## src/rtl/rdp_pkg.sv

```systemverilog
// shared types, codes and defaults of the request dispatch pool
package rdp_pkg;

    localparam int QUEUE_DEPTH_DEF = 32;
    localparam int MAX_SLOTS_DEF   = 16;
    localparam int RST_SLOTS       = 4;

    localparam int OPC_W   = 2;
    localparam int TAG_W   = 16;
    localparam int SLOT_W  = 4;
    localparam int KIND_W  = 2;
    localparam int LIMIT_W = 6;
    localparam int TMO_W   = 16;
    localparam int SCNT_W  = 5;
    localparam int WAIT_W  = 17;
    localparam int ADDR_W  = 4;
    localparam int DATA_W  = 32;

    localparam logic [LIMIT_W-1:0] RST_LIMIT   = 6'd0;
    localparam logic [TMO_W-1:0]   RST_TIMEOUT = 16'd30;

    localparam logic [OPC_W-1:0] OP_SUBMIT  = 2'd0;
    localparam logic [OPC_W-1:0] OP_RELEASE = 2'd1;
    localparam logic [OPC_W-1:0] OP_TICK    = 2'd2;

    localparam logic [KIND_W-1:0] EV_DISPATCHED = 2'd0;
    localparam logic [KIND_W-1:0] EV_QUEUED     = 2'd1;
    localparam logic [KIND_W-1:0] EV_REJECTED   = 2'd2;
    localparam logic [KIND_W-1:0] EV_TIMED_OUT  = 2'd3;

    localparam logic [1:0] REG_PENDING_LIMIT = 2'd0;
    localparam logic [1:0] REG_TIMEOUT       = 2'd1;
    localparam logic [1:0] REG_SLOT_COUNT    = 2'd2;

    // most negative wait count, decrements stop here
    localparam logic [WAIT_W-1:0] WAIT_FLOOR = 17'h10000;

    typedef enum logic [3:0] {
        S_IDLE,
        S_SERVE,
        S_DISP,
        S_QUEUED,
        S_WALK_RD,
        S_WALK_WR,
        S_TO_RD,
        S_TO_CHK,
        S_FINISH
    } t_state;

    typedef struct packed {
        logic refill;
        logic push;
        logic pop;
    } t_pool_cmd;

endpackage

```

## src/rtl/rdp_slot_pool.sv

```systemverilog
// free connection slot stack with refill-by-index entries
module rdp_slot_pool #(
    parameter int MAX_SLOTS = rdp_pkg::MAX_SLOTS_DEF
) (
    input  logic                             i_clk,
    input  logic                             i_rst_n,
    input  rdp_pkg::t_pool_cmd               i_cmd,
    input  logic [$clog2(MAX_SLOTS+1)-1:0]   i_refill_count,
    input  logic [rdp_pkg::SLOT_W-1:0]       i_push_slot,
    output logic [$clog2(MAX_SLOTS+1)-1:0]   o_free_count,
    output logic [rdp_pkg::SLOT_W-1:0]       o_top_slot
);
    import rdp_pkg::*;

    localparam int FCW = $clog2(MAX_SLOTS + 1);
    localparam int IW  = (MAX_SLOTS > 1) ? $clog2(MAX_SLOTS) : 1;
    localparam int SLOT_RST = (RST_SLOTS > MAX_SLOTS) ? MAX_SLOTS : RST_SLOTS;

    logic [SLOT_W-1:0]    r_stack [MAX_SLOTS];
    logic [MAX_SLOTS-1:0] r_ovr;
    logic [FCW-1:0]       r_free;
    logic                 r_top_ovr;
    logic [SLOT_W-1:0]    r_top_mem;
    logic [SLOT_W-1:0]    r_top_idx;
    logic [IW-1:0]        w_top_addr;
    logic [IW-1:0]        w_push_addr;
    logic                 w_can_push;
    logic                 w_do_push;

    // an entry never pushed since the last refill holds its own index
    assign w_top_addr  = (r_free == '0) ? '0 : IW'(r_free - FCW'(1));
    assign w_push_addr = IW'(r_free);
    assign w_can_push  = r_free < FCW'(MAX_SLOTS);
    assign w_do_push   = !i_cmd.refill && i_cmd.push && w_can_push;

    always_ff @(posedge i_clk) begin
        if (!i_rst_n) begin
            r_free <= FCW'(SLOT_RST);
            r_ovr  <= '0;
        end else if (i_cmd.refill) begin
            r_free <= i_refill_count;
            r_ovr  <= '0;
        end else if (w_do_push) begin
            r_ovr[w_push_addr] <= 1'b1;
            r_free             <= r_free + FCW'(1);
        end else if (i_cmd.pop) begin
            r_free <= r_free - FCW'(1);
        end
    end

    always_ff @(posedge i_clk) begin
        if (w_do_push) begin
            r_stack[w_push_addr] <= i_push_slot;
        end
        r_top_mem <= r_stack[w_top_addr];
        r_top_ovr <= r_ovr[w_top_addr];
        r_top_idx <= SLOT_W'(w_top_addr);
    end

    assign o_free_count = r_free;
    assign o_top_slot   = r_top_ovr ? r_top_mem : r_top_idx;

endmodule

```

## src/rtl/request_dispatch_pool_with_timeout.sv

```systemverilog
// top level of the request dispatcher with slot pool and wait timeout
//
// input channel: i_valid / o_stall carry one word (opcode, request tag, slot id);
// a word is taken at a clock edge with i_valid high and o_stall low
// output channel: o_valid / i_stall carry result words (event kind, tag, slot,
// last); o_last marks the final result word of one input word
// one input word is worked on at a time; o_stall stays high until every result
// of that word has entered the output register
// steps of one word: a submit is rejected when the queue is full or at a nonzero
// pending limit; a release, an accepted submit and a tick first serve the queue,
// one dispatched result per free slot and waiting request, oldest first
// a submit then adds a queued notice if requests still wait; a tick walks every
// waiting request, reading its wait count and writing it back decremented in
// separate states, then times out expired requests from the head on
// the queue memory has one read and one write port
// a stalled receiver holds the output register; the sequencer waits with it
// reset (synchronous, active low) empties the queue, loads the default
// registers and refills the free slot stack with slots 0..3
// registers are to be written over the apb port only while no word is in flight,
// the block does not enforce it; a slot count write refills the free stack at once
module request_dispatch_pool_with_timeout #(
    parameter int QUEUE_DEPTH = rdp_pkg::QUEUE_DEPTH_DEF,
    parameter int MAX_SLOTS   = rdp_pkg::MAX_SLOTS_DEF
) (
    input  logic                        i_clk,
    input  logic                        i_rst_n,
    // input channel
    input  logic                        i_valid,
    output logic                        o_stall,
    input  logic [rdp_pkg::OPC_W-1:0]   i_opcode,
    input  logic [rdp_pkg::TAG_W-1:0]   i_request_tag,
    input  logic [rdp_pkg::SLOT_W-1:0]  i_slot_id,
    // output channel
    output logic                        o_valid,
    input  logic                        i_stall,
    output logic [rdp_pkg::KIND_W-1:0]  o_event_kind,
    output logic [rdp_pkg::TAG_W-1:0]   o_tag_out,
    output logic [rdp_pkg::SLOT_W-1:0]  o_slot_out,
    output logic                        o_last,
    // configuration port
    input  logic                        psel,
    input  logic                        penable,
    input  logic                        pwrite,
    input  logic [rdp_pkg::ADDR_W-1:0]  paddr,
    input  logic [rdp_pkg::DATA_W-1:0]  pwdata,
    output logic [rdp_pkg::DATA_W-1:0]  prdata,
    output logic                        pready
);
    import rdp_pkg::*;

    localparam int QW   = $clog2(QUEUE_DEPTH);
    localparam int CW   = $clog2(QUEUE_DEPTH + 1);
    localparam int CMPW = (CW > LIMIT_W) ? CW : LIMIT_W;
    localparam int FCW  = $clog2(MAX_SLOTS + 1);
    localparam int SLOT_RST = (RST_SLOTS > MAX_SLOTS) ? MAX_SLOTS : RST_SLOTS;

    // head plus offset, wrapped around the queue ring
    function automatic logic [QW-1:0] f_wrap(input logic [QW-1:0] a,
                                             input logic [QW-1:0] b);
        logic [QW:0] s;
        s = {1'b0, a} + {1'b0, b};
        if (s >= (QW+1)'(QUEUE_DEPTH)) begin
            s = s - (QW+1)'(QUEUE_DEPTH);
        end
        return s[QW-1:0];
    endfunction

    // config registers
    logic [LIMIT_W-1:0] r_limit;
    logic [TMO_W-1:0]   r_timeout;
    logic [SCNT_W-1:0]  r_slot_count;
    logic               w_cfg_wr;
    logic [1:0]         w_cfg_idx;
    logic [SCNT_W-1:0]  w_scnt_raw;
    logic [SCNT_W-1:0]  w_scnt_clamped;

    // sequencer state
    t_state             r_state, n_state;
    logic [OPC_W-1:0]   r_op, n_op;
    logic [TAG_W-1:0]   r_tag, n_tag;
    logic [QW-1:0]      r_head, n_head;
    logic [CW-1:0]      r_count, n_count;
    logic [CW-1:0]      r_idx, n_idx;

    // one result held back until it is known whether it is the last
    logic               r_hold_valid, n_hold_valid;
    logic [KIND_W-1:0]  r_hold_kind, n_hold_kind;
    logic [TAG_W-1:0]   r_hold_tag, n_hold_tag;
    logic [SLOT_W-1:0]  r_hold_slot, n_hold_slot;

    // output register
    logic               r_out_valid, n_out_valid;
    logic [KIND_W-1:0]  r_out_kind, n_out_kind;
    logic [TAG_W-1:0]   r_out_tag, n_out_tag;
    logic [SLOT_W-1:0]  r_out_slot, n_out_slot;
    logic               r_out_last, n_out_last;

    // queue memories
    logic [TAG_W-1:0]   r_tag_mem  [QUEUE_DEPTH];
    logic [WAIT_W-1:0]  r_wait_mem [QUEUE_DEPTH];
    logic [TAG_W-1:0]   r_rd_tag;
    logic [WAIT_W-1:0]  r_rd_wait;
    logic               w_tag_we;
    logic               w_wait_we;
    logic [QW-1:0]      w_wr_addr;
    logic [QW-1:0]      w_rd_addr;
    logic [WAIT_W-1:0]  w_wr_wait;

    // slot pool
    t_pool_cmd          w_pool_cmd;
    logic [FCW-1:0]     w_free_count;
    logic [SLOT_W-1:0]  w_top_slot;
    logic [FCW-1:0]     w_refill_count;

    // result emission
    logic               w_out_free;
    logic               w_emit_ok;
    logic               w_emit;
    logic [KIND_W-1:0]  w_emit_kind;
    logic [TAG_W-1:0]   w_emit_tag;
    logic [SLOT_W-1:0]  w_emit_slot;

    logic               w_limit_hit;
    logic               w_queue_full;
    logic               w_expired;
    logic [WAIT_W-1:0]  w_wait_dec;

    //--------------------------------------------------------------------
    // configuration port
    //--------------------------------------------------------------------
    assign pready    = 1'b1;
    assign w_cfg_wr  = psel && penable && pwrite && pready;
    assign w_cfg_idx = paddr[3:2];

    // a slot count of zero acts as one, above the pool size as the pool size
    assign w_scnt_raw = pwdata[SCNT_W-1:0];
    always_comb begin
        w_scnt_clamped = w_scnt_raw;
        if (w_scnt_raw == '0) begin
            w_scnt_clamped = SCNT_W'(1);
        end else if (32'(w_scnt_raw) > 32'(MAX_SLOTS)) begin
            w_scnt_clamped = SCNT_W'(MAX_SLOTS);
        end
    end
    assign w_refill_count = FCW'(w_scnt_clamped);

    always_ff @(posedge i_clk) begin
        if (!i_rst_n) begin
            r_limit      <= RST_LIMIT;
            r_timeout    <= RST_TIMEOUT;
            r_slot_count <= SCNT_W'(SLOT_RST);
        end else if (w_cfg_wr) begin
            case (w_cfg_idx)
                REG_PENDING_LIMIT: r_limit      <= pwdata[LIMIT_W-1:0];
                REG_TIMEOUT:       r_timeout    <= pwdata[TMO_W-1:0];
                REG_SLOT_COUNT:    r_slot_count <= w_scnt_clamped;
                default: ;
            endcase
        end
    end

    always_comb begin
        case (w_cfg_idx)
            REG_PENDING_LIMIT: prdata = DATA_W'(r_limit);
            REG_TIMEOUT:       prdata = DATA_W'(r_timeout);
            REG_SLOT_COUNT:    prdata = DATA_W'(r_slot_count);
            default:           prdata = '0;
        endcase
    end

    //--------------------------------------------------------------------
    // free slot stack
    //--------------------------------------------------------------------
    rdp_slot_pool #(
        .MAX_SLOTS (MAX_SLOTS)
    ) u_pool (
        .i_clk          (i_clk),
        .i_rst_n        (i_rst_n),
        .i_cmd          (w_pool_cmd),
        .i_refill_count (w_refill_count),
        .i_push_slot    (i_slot_id),
        .o_free_count   (w_free_count),
        .o_top_slot     (w_top_slot)
    );

    //--------------------------------------------------------------------
    // queue memories, one write and one registered read per cycle
    //--------------------------------------------------------------------
    always_ff @(posedge i_clk) begin
        if (w_tag_we) begin
            r_tag_mem[w_wr_addr] <= i_request_tag;
        end
        if (w_wait_we) begin
            r_wait_mem[w_wr_addr] <= w_wr_wait;
        end
        r_rd_tag  <= r_tag_mem[w_rd_addr];
        r_rd_wait <= r_wait_mem[w_rd_addr];
    end

    //--------------------------------------------------------------------
    // sequencer
    //--------------------------------------------------------------------
    assign o_stall = (r_state != S_IDLE);

    assign w_limit_hit  = (r_limit != '0) && (CMPW'(r_count) >= CMPW'(r_limit));
    assign w_queue_full = (r_count == CW'(QUEUE_DEPTH));

    // wait count at or below zero means the request ran out of time
    assign w_expired  = r_rd_wait[WAIT_W-1] || (r_rd_wait == '0);
    // saturating decrement
    assign w_wait_dec = (r_rd_wait == WAIT_FLOOR) ? r_rd_wait : r_rd_wait - WAIT_W'(1);

    // a new result can be taken when the held one can move to the output
    assign w_out_free = !r_out_valid || !i_stall;
    assign w_emit_ok  = !r_hold_valid || w_out_free;

    always_ff @(posedge i_clk) begin
        if (!i_rst_n) begin
            r_state      <= S_IDLE;
            r_head       <= '0;
            r_count      <= '0;
            r_hold_valid <= 1'b0;
            r_out_valid  <= 1'b0;
        end else begin
            r_state      <= n_state;
            r_head       <= n_head;
            r_count      <= n_count;
            r_hold_valid <= n_hold_valid;
            r_out_valid  <= n_out_valid;
        end
    end

    always_ff @(posedge i_clk) begin
        r_op        <= n_op;
        r_tag       <= n_tag;
        r_idx       <= n_idx;
        r_hold_kind <= n_hold_kind;
        r_hold_tag  <= n_hold_tag;
        r_hold_slot <= n_hold_slot;
        r_out_kind  <= n_out_kind;
        r_out_tag   <= n_out_tag;
        r_out_slot  <= n_out_slot;
        r_out_last  <= n_out_last;
    end

    always_comb begin
        n_state      = r_state;
        n_op         = r_op;
        n_tag        = r_tag;
        n_head       = r_head;
        n_count      = r_count;
        n_idx        = r_idx;
        n_hold_valid = r_hold_valid;
        n_hold_kind  = r_hold_kind;
        n_hold_tag   = r_hold_tag;
        n_hold_slot  = r_hold_slot;
        n_out_valid  = r_out_valid && i_stall;
        n_out_kind   = r_out_kind;
        n_out_tag    = r_out_tag;
        n_out_slot   = r_out_slot;
        n_out_last   = r_out_last;

        w_tag_we     = 1'b0;
        w_wait_we    = 1'b0;
        w_wr_addr    = f_wrap(r_head, QW'(r_count));
        w_wr_wait    = {1'b0, r_timeout};
        w_rd_addr    = r_head;

        w_pool_cmd        = '0;
        w_pool_cmd.refill = w_cfg_wr && (w_cfg_idx == REG_SLOT_COUNT);

        w_emit       = 1'b0;
        w_emit_kind  = EV_DISPATCHED;
        w_emit_tag   = r_tag;
        w_emit_slot  = '0;

        case (r_state)
            S_IDLE: begin
                if (i_valid) begin
                    n_op   = i_opcode;
                    n_tag  = i_request_tag;
                    case (i_opcode)
                        OP_SUBMIT: begin
                            if (w_limit_hit || w_queue_full) begin
                                n_hold_valid = 1'b1;
                                n_hold_kind  = EV_REJECTED;
                                n_hold_tag   = i_request_tag;
                                n_hold_slot  = '0;
                                n_state      = S_FINISH;
                            end else begin
                                // append at the tail with a fresh wait count
                                w_tag_we  = 1'b1;
                                w_wait_we = 1'b1;
                                n_count   = r_count + CW'(1);
                                n_state   = S_SERVE;
                            end
                        end
                        OP_RELEASE: begin
                            w_pool_cmd.push = 1'b1;
                            n_state         = S_SERVE;
                        end
                        OP_TICK: begin
                            n_state = S_SERVE;
                        end
                        default: ;
                    endcase
                end
            end

            // head tag and top slot are read here, used in the next state
            S_SERVE: begin
                if ((w_free_count != '0) && (r_count != '0)) begin
                    n_state = S_DISP;
                end else begin
                    case (r_op)
                        OP_SUBMIT: n_state = (r_count != '0) ? S_QUEUED : S_FINISH;
                        OP_TICK: begin
                            n_idx   = '0;
                            n_state = S_WALK_RD;
                        end
                        default:   n_state = S_FINISH;
                    endcase
                end
            end

            S_DISP: begin
                w_emit      = 1'b1;
                w_emit_kind = EV_DISPATCHED;
                w_emit_tag  = r_rd_tag;
                w_emit_slot = w_top_slot;
                if (w_emit_ok) begin
                    w_pool_cmd.pop = 1'b1;
                    n_head  = f_wrap(r_head, QW'(1));
                    n_count = r_count - CW'(1);
                    n_state = S_SERVE;
                end
            end

            S_QUEUED: begin
                w_emit      = 1'b1;
                w_emit_kind = EV_QUEUED;
                w_emit_tag  = r_tag;
                if (w_emit_ok) begin
                    n_state = S_FINISH;
                end
            end

            // walk every waiting entry: read, then write back decremented
            S_WALK_RD: begin
                if (r_idx < r_count) begin
                    w_rd_addr = f_wrap(r_head, QW'(r_idx));
                    n_state   = S_WALK_WR;
                end else begin
                    n_state = S_TO_RD;
                end
            end

            S_WALK_WR: begin
                w_wait_we = 1'b1;
                w_wr_addr = f_wrap(r_head, QW'(r_idx));
                w_wr_wait = w_wait_dec;
                n_idx     = r_idx + CW'(1);
                n_state   = S_WALK_RD;
            end

            S_TO_RD: begin
                n_state = (r_count != '0) ? S_TO_CHK : S_FINISH;
            end

            S_TO_CHK: begin
                if (w_expired) begin
                    w_emit      = 1'b1;
                    w_emit_kind = EV_TIMED_OUT;
                    w_emit_tag  = r_rd_tag;
                    if (w_emit_ok) begin
                        n_head  = f_wrap(r_head, QW'(1));
                        n_count = r_count - CW'(1);
                        n_state = S_TO_RD;
                    end
                end else begin
                    n_state = S_FINISH;
                end
            end

            // the held result is the last one of this word
            S_FINISH: begin
                if (!r_hold_valid) begin
                    n_state = S_IDLE;
                end else if (w_out_free) begin
                    n_out_valid  = 1'b1;
                    n_out_kind   = r_hold_kind;
                    n_out_tag    = r_hold_tag;
                    n_out_slot   = r_hold_slot;
                    n_out_last   = 1'b1;
                    n_hold_valid = 1'b0;
                    n_state      = S_IDLE;
                end
            end

            default: n_state = S_IDLE;
        endcase

        // a new result pushes the held one out, not last
        if (w_emit && w_emit_ok) begin
            if (r_hold_valid) begin
                n_out_valid = 1'b1;
                n_out_kind  = r_hold_kind;
                n_out_tag   = r_hold_tag;
                n_out_slot  = r_hold_slot;
                n_out_last  = 1'b0;
            end
            n_hold_valid = 1'b1;
            n_hold_kind  = w_emit_kind;
            n_hold_tag   = w_emit_tag;
            n_hold_slot  = w_emit_slot;
        end
    end

    assign o_valid      = r_out_valid;
    assign o_event_kind = r_out_kind;
    assign o_tag_out    = r_out_tag;
    assign o_slot_out   = r_out_slot;
    assign o_last       = r_out_last;

    //--------------------------------------------------------------------
    // assertions
    //--------------------------------------------------------------------
    // no result may be left held back once the word is done
    a_idle_hold_empty: assert property (@(posedge i_clk) disable iff (!i_rst_n)
        (r_state == S_IDLE) |-> !r_hold_valid)
        else $error("held result left behind at idle");

    // a dispatch always has a free slot behind it
    a_disp_has_slot: assert property (@(posedge i_clk) disable iff (!i_rst_n)
        (r_state == S_DISP && w_emit_ok) |-> (w_free_count != '0 && r_count != '0))
        else $error("dispatch without free slot or queued request");

    // queue count stays within the queue depth
    a_count_bound: assert property (@(posedge i_clk) disable iff (!i_rst_n)
        r_count <= CW'(QUEUE_DEPTH))
        else $error("queue count beyond depth");

    // the last flag of a word always ends the word before idle
    a_last_then_idle: assert property (@(posedge i_clk) disable iff (!i_rst_n)
        (r_state == S_FINISH && r_hold_valid && w_out_free) |=>
            (r_state == S_IDLE && r_out_valid && r_out_last))
        else $error("final result not flagged last");

endmodule

```

## config.mk

```make
export PLATFORM = sky130hd
export DESIGN_NAME = request_dispatch_pool_with_timeout
export DESIGN_NICKNAME = d
export VERILOG_FILES = /design/src/rtl/rdp_pkg.sv /design/src/rtl/rdp_slot_pool.sv /design/src/rtl/request_dispatch_pool_with_timeout.sv
export SDC_FILE = /design/constraint.sdc
export NUM_CORES = 2
export LEC_CHECK = 0
export BUFFER_PORTS_ARGS = -buffer_cell sky130_fd_sc_hd__buf_2
export CORE_UTILIZATION = 60
export CTS_BUF_LIST = sky130_fd_sc_hd__clkbuf_16
export CTS_CLUSTER_DIAMETER = 50
export CTS_CLUSTER_SIZE = 16
export DETAILED_ROUTE_END_ITERATION = 7
export GPL_TIMING_DRIVEN = 0
export PLACE_DENSITY_LB_ADDON = 0.25
export SETUP_SLACK_MARGIN = 0.05
export SLEW_MARGIN = 10
export SYNTH_ARGS = -nofsm -noshare
export SYNTH_HDL_FRONTEND = slang
export SYNTH_SLANG_ARGS = --single-unit
```

## constraint.sdc

```tcl
create_clock -name i_clk -period 4.3 [get_ports i_clk]
set_input_delay 1.29 -clock i_clk [delete_from_list [all_inputs] [get_ports i_clk]]
set_output_delay 1.29 -clock i_clk [all_outputs]
set_load 0.01 [all_outputs]
```

==> out/metrics.csv <==
metric;value;unit
Max VDD drop;0.303;mV
Lkg Pwr;23.1;nW
I/O pin count;123;
FF/Latch Area;37800;um2
Placed Cells;4587;
largest net degree at the start of global routing;35;
global route total overflow;0;
synthesis-to-finish area growth;13.6;%
Mapped Area;53000;um2
vias in the first global route;29500;
Fin Clk Skew;26.6;ps
Syn Inst Count;3265;
CTS tree;built;
Filler cells;5531;
CTS Buffer Depth;3;
Max Cap Violations;0;
final-report max-slew violation count;0;
number of core rows;108;
dpl hpwl;86100;um
Worst setup EP type;register;
CP Class;register to register;
layout cell share with drive strength beyond 1;0.169;
area of the multi-input gates;14200;um2
Post-layout nets;3651;
die area;89500;um2
Initial DRC Count;2849;
Post-synth EDFFs;1189;
Worst Path Max Fanout;17;
# clock sinks;1296;
Starting Density;0.608;
Chip Height;299;um
Via Count;29400;
PwrDens;474;nW/um2
Tmin final;4400;ps
GRT Resource Usage Total;0.272;
initial antenna violation count;8;
number of port buffers;86;
Worst setup SP type;register;
Clock H-tree levels;3;
Clock Pin Slew Worst Setup and Hold Paths;70;ps
final core utilization;0.691;
core area;87200;um2
Final Non-Filler Cells;4791;
number of synthesis warnings;0;
first-pass GRT wire length;180000;um
Final period util;1.02;
clock root buffer master;clkbuf_16;
crit path DAT;4680;ps
Max-Slew Margin vs Limit;0.238;
number of synthesized register bits;1296;
Seq/Total Area, Yosys;0.714;
fmax;0.227;GHz
syn_area_per_cell;16.2;um2
RSZ-0062 raised after global routing;true;
Tightest Hold Check Type;register to register;
gpl congestion;0.910;
CTS buffer count;114;
status;complete, but fails checks;
Hold Fails Final Rpt;0;
antenna-violating nets left;0;
cts hold-fix bufs;0;
post-DR wirelength/cell;25.5;um
fin worst setup slack;-101;ps
Worst-Margin Slew;1140;ps
routed wire length;122000;um
Worst-Skew Late Latency;670;ps
DRC violations left;0;
failing checks;negative setup slack;
final count of negative-setup-slack endpoints;97;
Netlist cell types;71;
post-route design area;60200;um2
Post-synth top flop;edfxtp_1;
1st-pass router iterations;6;
Area after DPL;56200;um2
post-DR vias/cell;6.14;
Async S/R FF share, synth;0;
CP required;4580;ps
Die X;299;um
==> per-stage QoR <==
stage | setup TNS (ps) | hold slack, ps | power (mW) | setup slack, ps
CTS | 0 | 460 | 28.6 | 62.4
finish | -5190 | 459 | 28.5 | -101
detailed placement | -268380 | 452 | 18.1 | -829
global route | -15720 | 481 | 29.4 | -208
global placement | -1348410 | 440 | 17.9 | -1450
floorplan | 0 | 432 | 17.0 | 263
==> layer usage <==
| layer | global-route usage | share of wire | up-vias |
|---|---|---|---|
| li1 | - | - | 13100 |
| met3 | 0.0433 | 0.084 | 234 |
| met4 | 0.0849 | 0.026 | 2 |
| met2 | 0.447 | 0.49 | 1330 |
| met1 | 0.374 | 0.40 | 14700 |
| met5 | 0 | 0.000074 | - |
==> power breakdown <==
group	internal (mW)	switching (mW)
Clock	5.99	4.62
Sequential	14.1	0.167
Combinational	1.39	2.29
Total	21.5	7.07
==> logic make-up (layout without fill, tap and decap cells) <==
logic type / count (synthesis) / count (layout) / synth area share
buf+inv: 218 / 573 / 0.0246
other cells: 2 / 18 / 0.000142
xor+xnor: 39 / 39 / 0.00644
flops: 1296 / 1296 / 0.714
compound gates: 332 / 332 / 0.0400
mux: 831 / 831 / 0.157
fa+ha+maj: 36 / 36 / 0.00892
simple gates: 511 / 511 / 0.0488
==> worst max-delay path, cell delays in order, from the launching register on <==
cell and delay (ps):
dfxtp_1 530, ha_1 310, a21o_1 180, a21oi_1 160, xor2_1 420, nor2_1 100, a21oi_1 680, nand3b_1 670
nor2_2 940
==> area by class of cell <==
type | count | area share
flip-flops and latches | 1296 | 0.629
multi-input cells | 1766 | 0.237
clock buffers | 119 | 0.0495
repair buffers | 154 | 0.0241
well taps | 1155 | 0.0240
plain buffers | 180 | 0.0193
clock inverters | 82 | 0.0155
inverters | 38 | 0.00237
diodes | 1 | 0.0000416
==> cell usage in the layout, fill, tap and decap left out, types with 19 or more instances in the layout <==
cell	n
nor2_1	106
clkbuf_16	119
mux2i_1	830
buf_6	37
buf_2	141
buf_4	42
a21oi_1	45
o21ai_0	32
buf_8	63
clkbuf_1	42
o22ai_1	140
nand2_1	147
nor3_1	19
inv_1	48
nor2_2	58
ha_1	33
and2_1	42
xnor2_1	22
nor4_2	31
nand3_1	27
dfxtp_1	107
edfxtp_1	1189
==> worst paths after layout <==
check | startpoint | endpoint | slack [ps] | cells past startpoint
setup / recovery | r_head[1]$_SDFFE_PN0P_ | r_wait_mem[3][3]$_DFFE_PP_ | -100 | 8
hold / removal | r_slot_count[0]$_SDFFE_PN0P_ | r_slot_count[0]$_SDFFE_PN0P_ | 460 | 2
setup reg to reg | r_head[1]$_SDFFE_PN0P_ | r_wait_mem[3][3]$_DFFE_PP_ | -100 | 8
hold reg to reg | r_slot_count[0]$_SDFFE_PN0P_ | r_slot_count[0]$_SDFFE_PN0P_ | 460 | 2
==> repair_timing <==
item,in CTS,in global routing
resized for setup,9,11
pin swaps,0,1
endpoints found under the setup margin,360,626
setup buffers,0,2
==> synthesized netlist by cell type, types with 19 or more instances <==
library cell | number | area share
buf_2 | 55 | 0.0052
a21oi_1 | 46 | 0.0043
and2_1 | 43 | 0.0051
buf_4 | 41 | 0.0058
mux2i_1 | 830 | 0.16
nand2_1 | 147 | 0.010
ha_1 | 33 | 0.0078
clkbuf_1 | 45 | 0.0032
dfxtp_1 | 107 | 0.040
inv_1 | 35 | 0.0025
o21ai_0 | 48 | 0.0045
nand3_1 | 28 | 0.0026
buf_6 | 35 | 0.0074
edfxtp_1 | 1189 | 0.67
nor4_2 | 32 | 0.0076
o22ai_1 | 140 | 0.017
nor2_1 | 171 | 0.012
nor3_1 | 19 | 0.0018
xnor2_1 | 23 | 0.0038
==> registers in the layout, summed over array words and instances, names as in the netlist, 2 cells and up, named ones only <==
register	flops
r_hold_tag	16
r_state	4
r_tag_mem	512
u_pool.r_stack	64
u_pool.o_free_count	5
r_slot_count	5
r_count	6
u_pool.r_top_idx	4
r_hold_slot	4
u_pool.r_top_mem	4
r_timeout	16
r_rd_wait	17
r_op	2
r_hold_kind	2
r_head	5
u_pool.r_ovr	16
r_wait_mem	544
r_tag	16
r_rd_tag	16
r_idx	6
r_limit	6
Power figures use the tool's default switching activity.
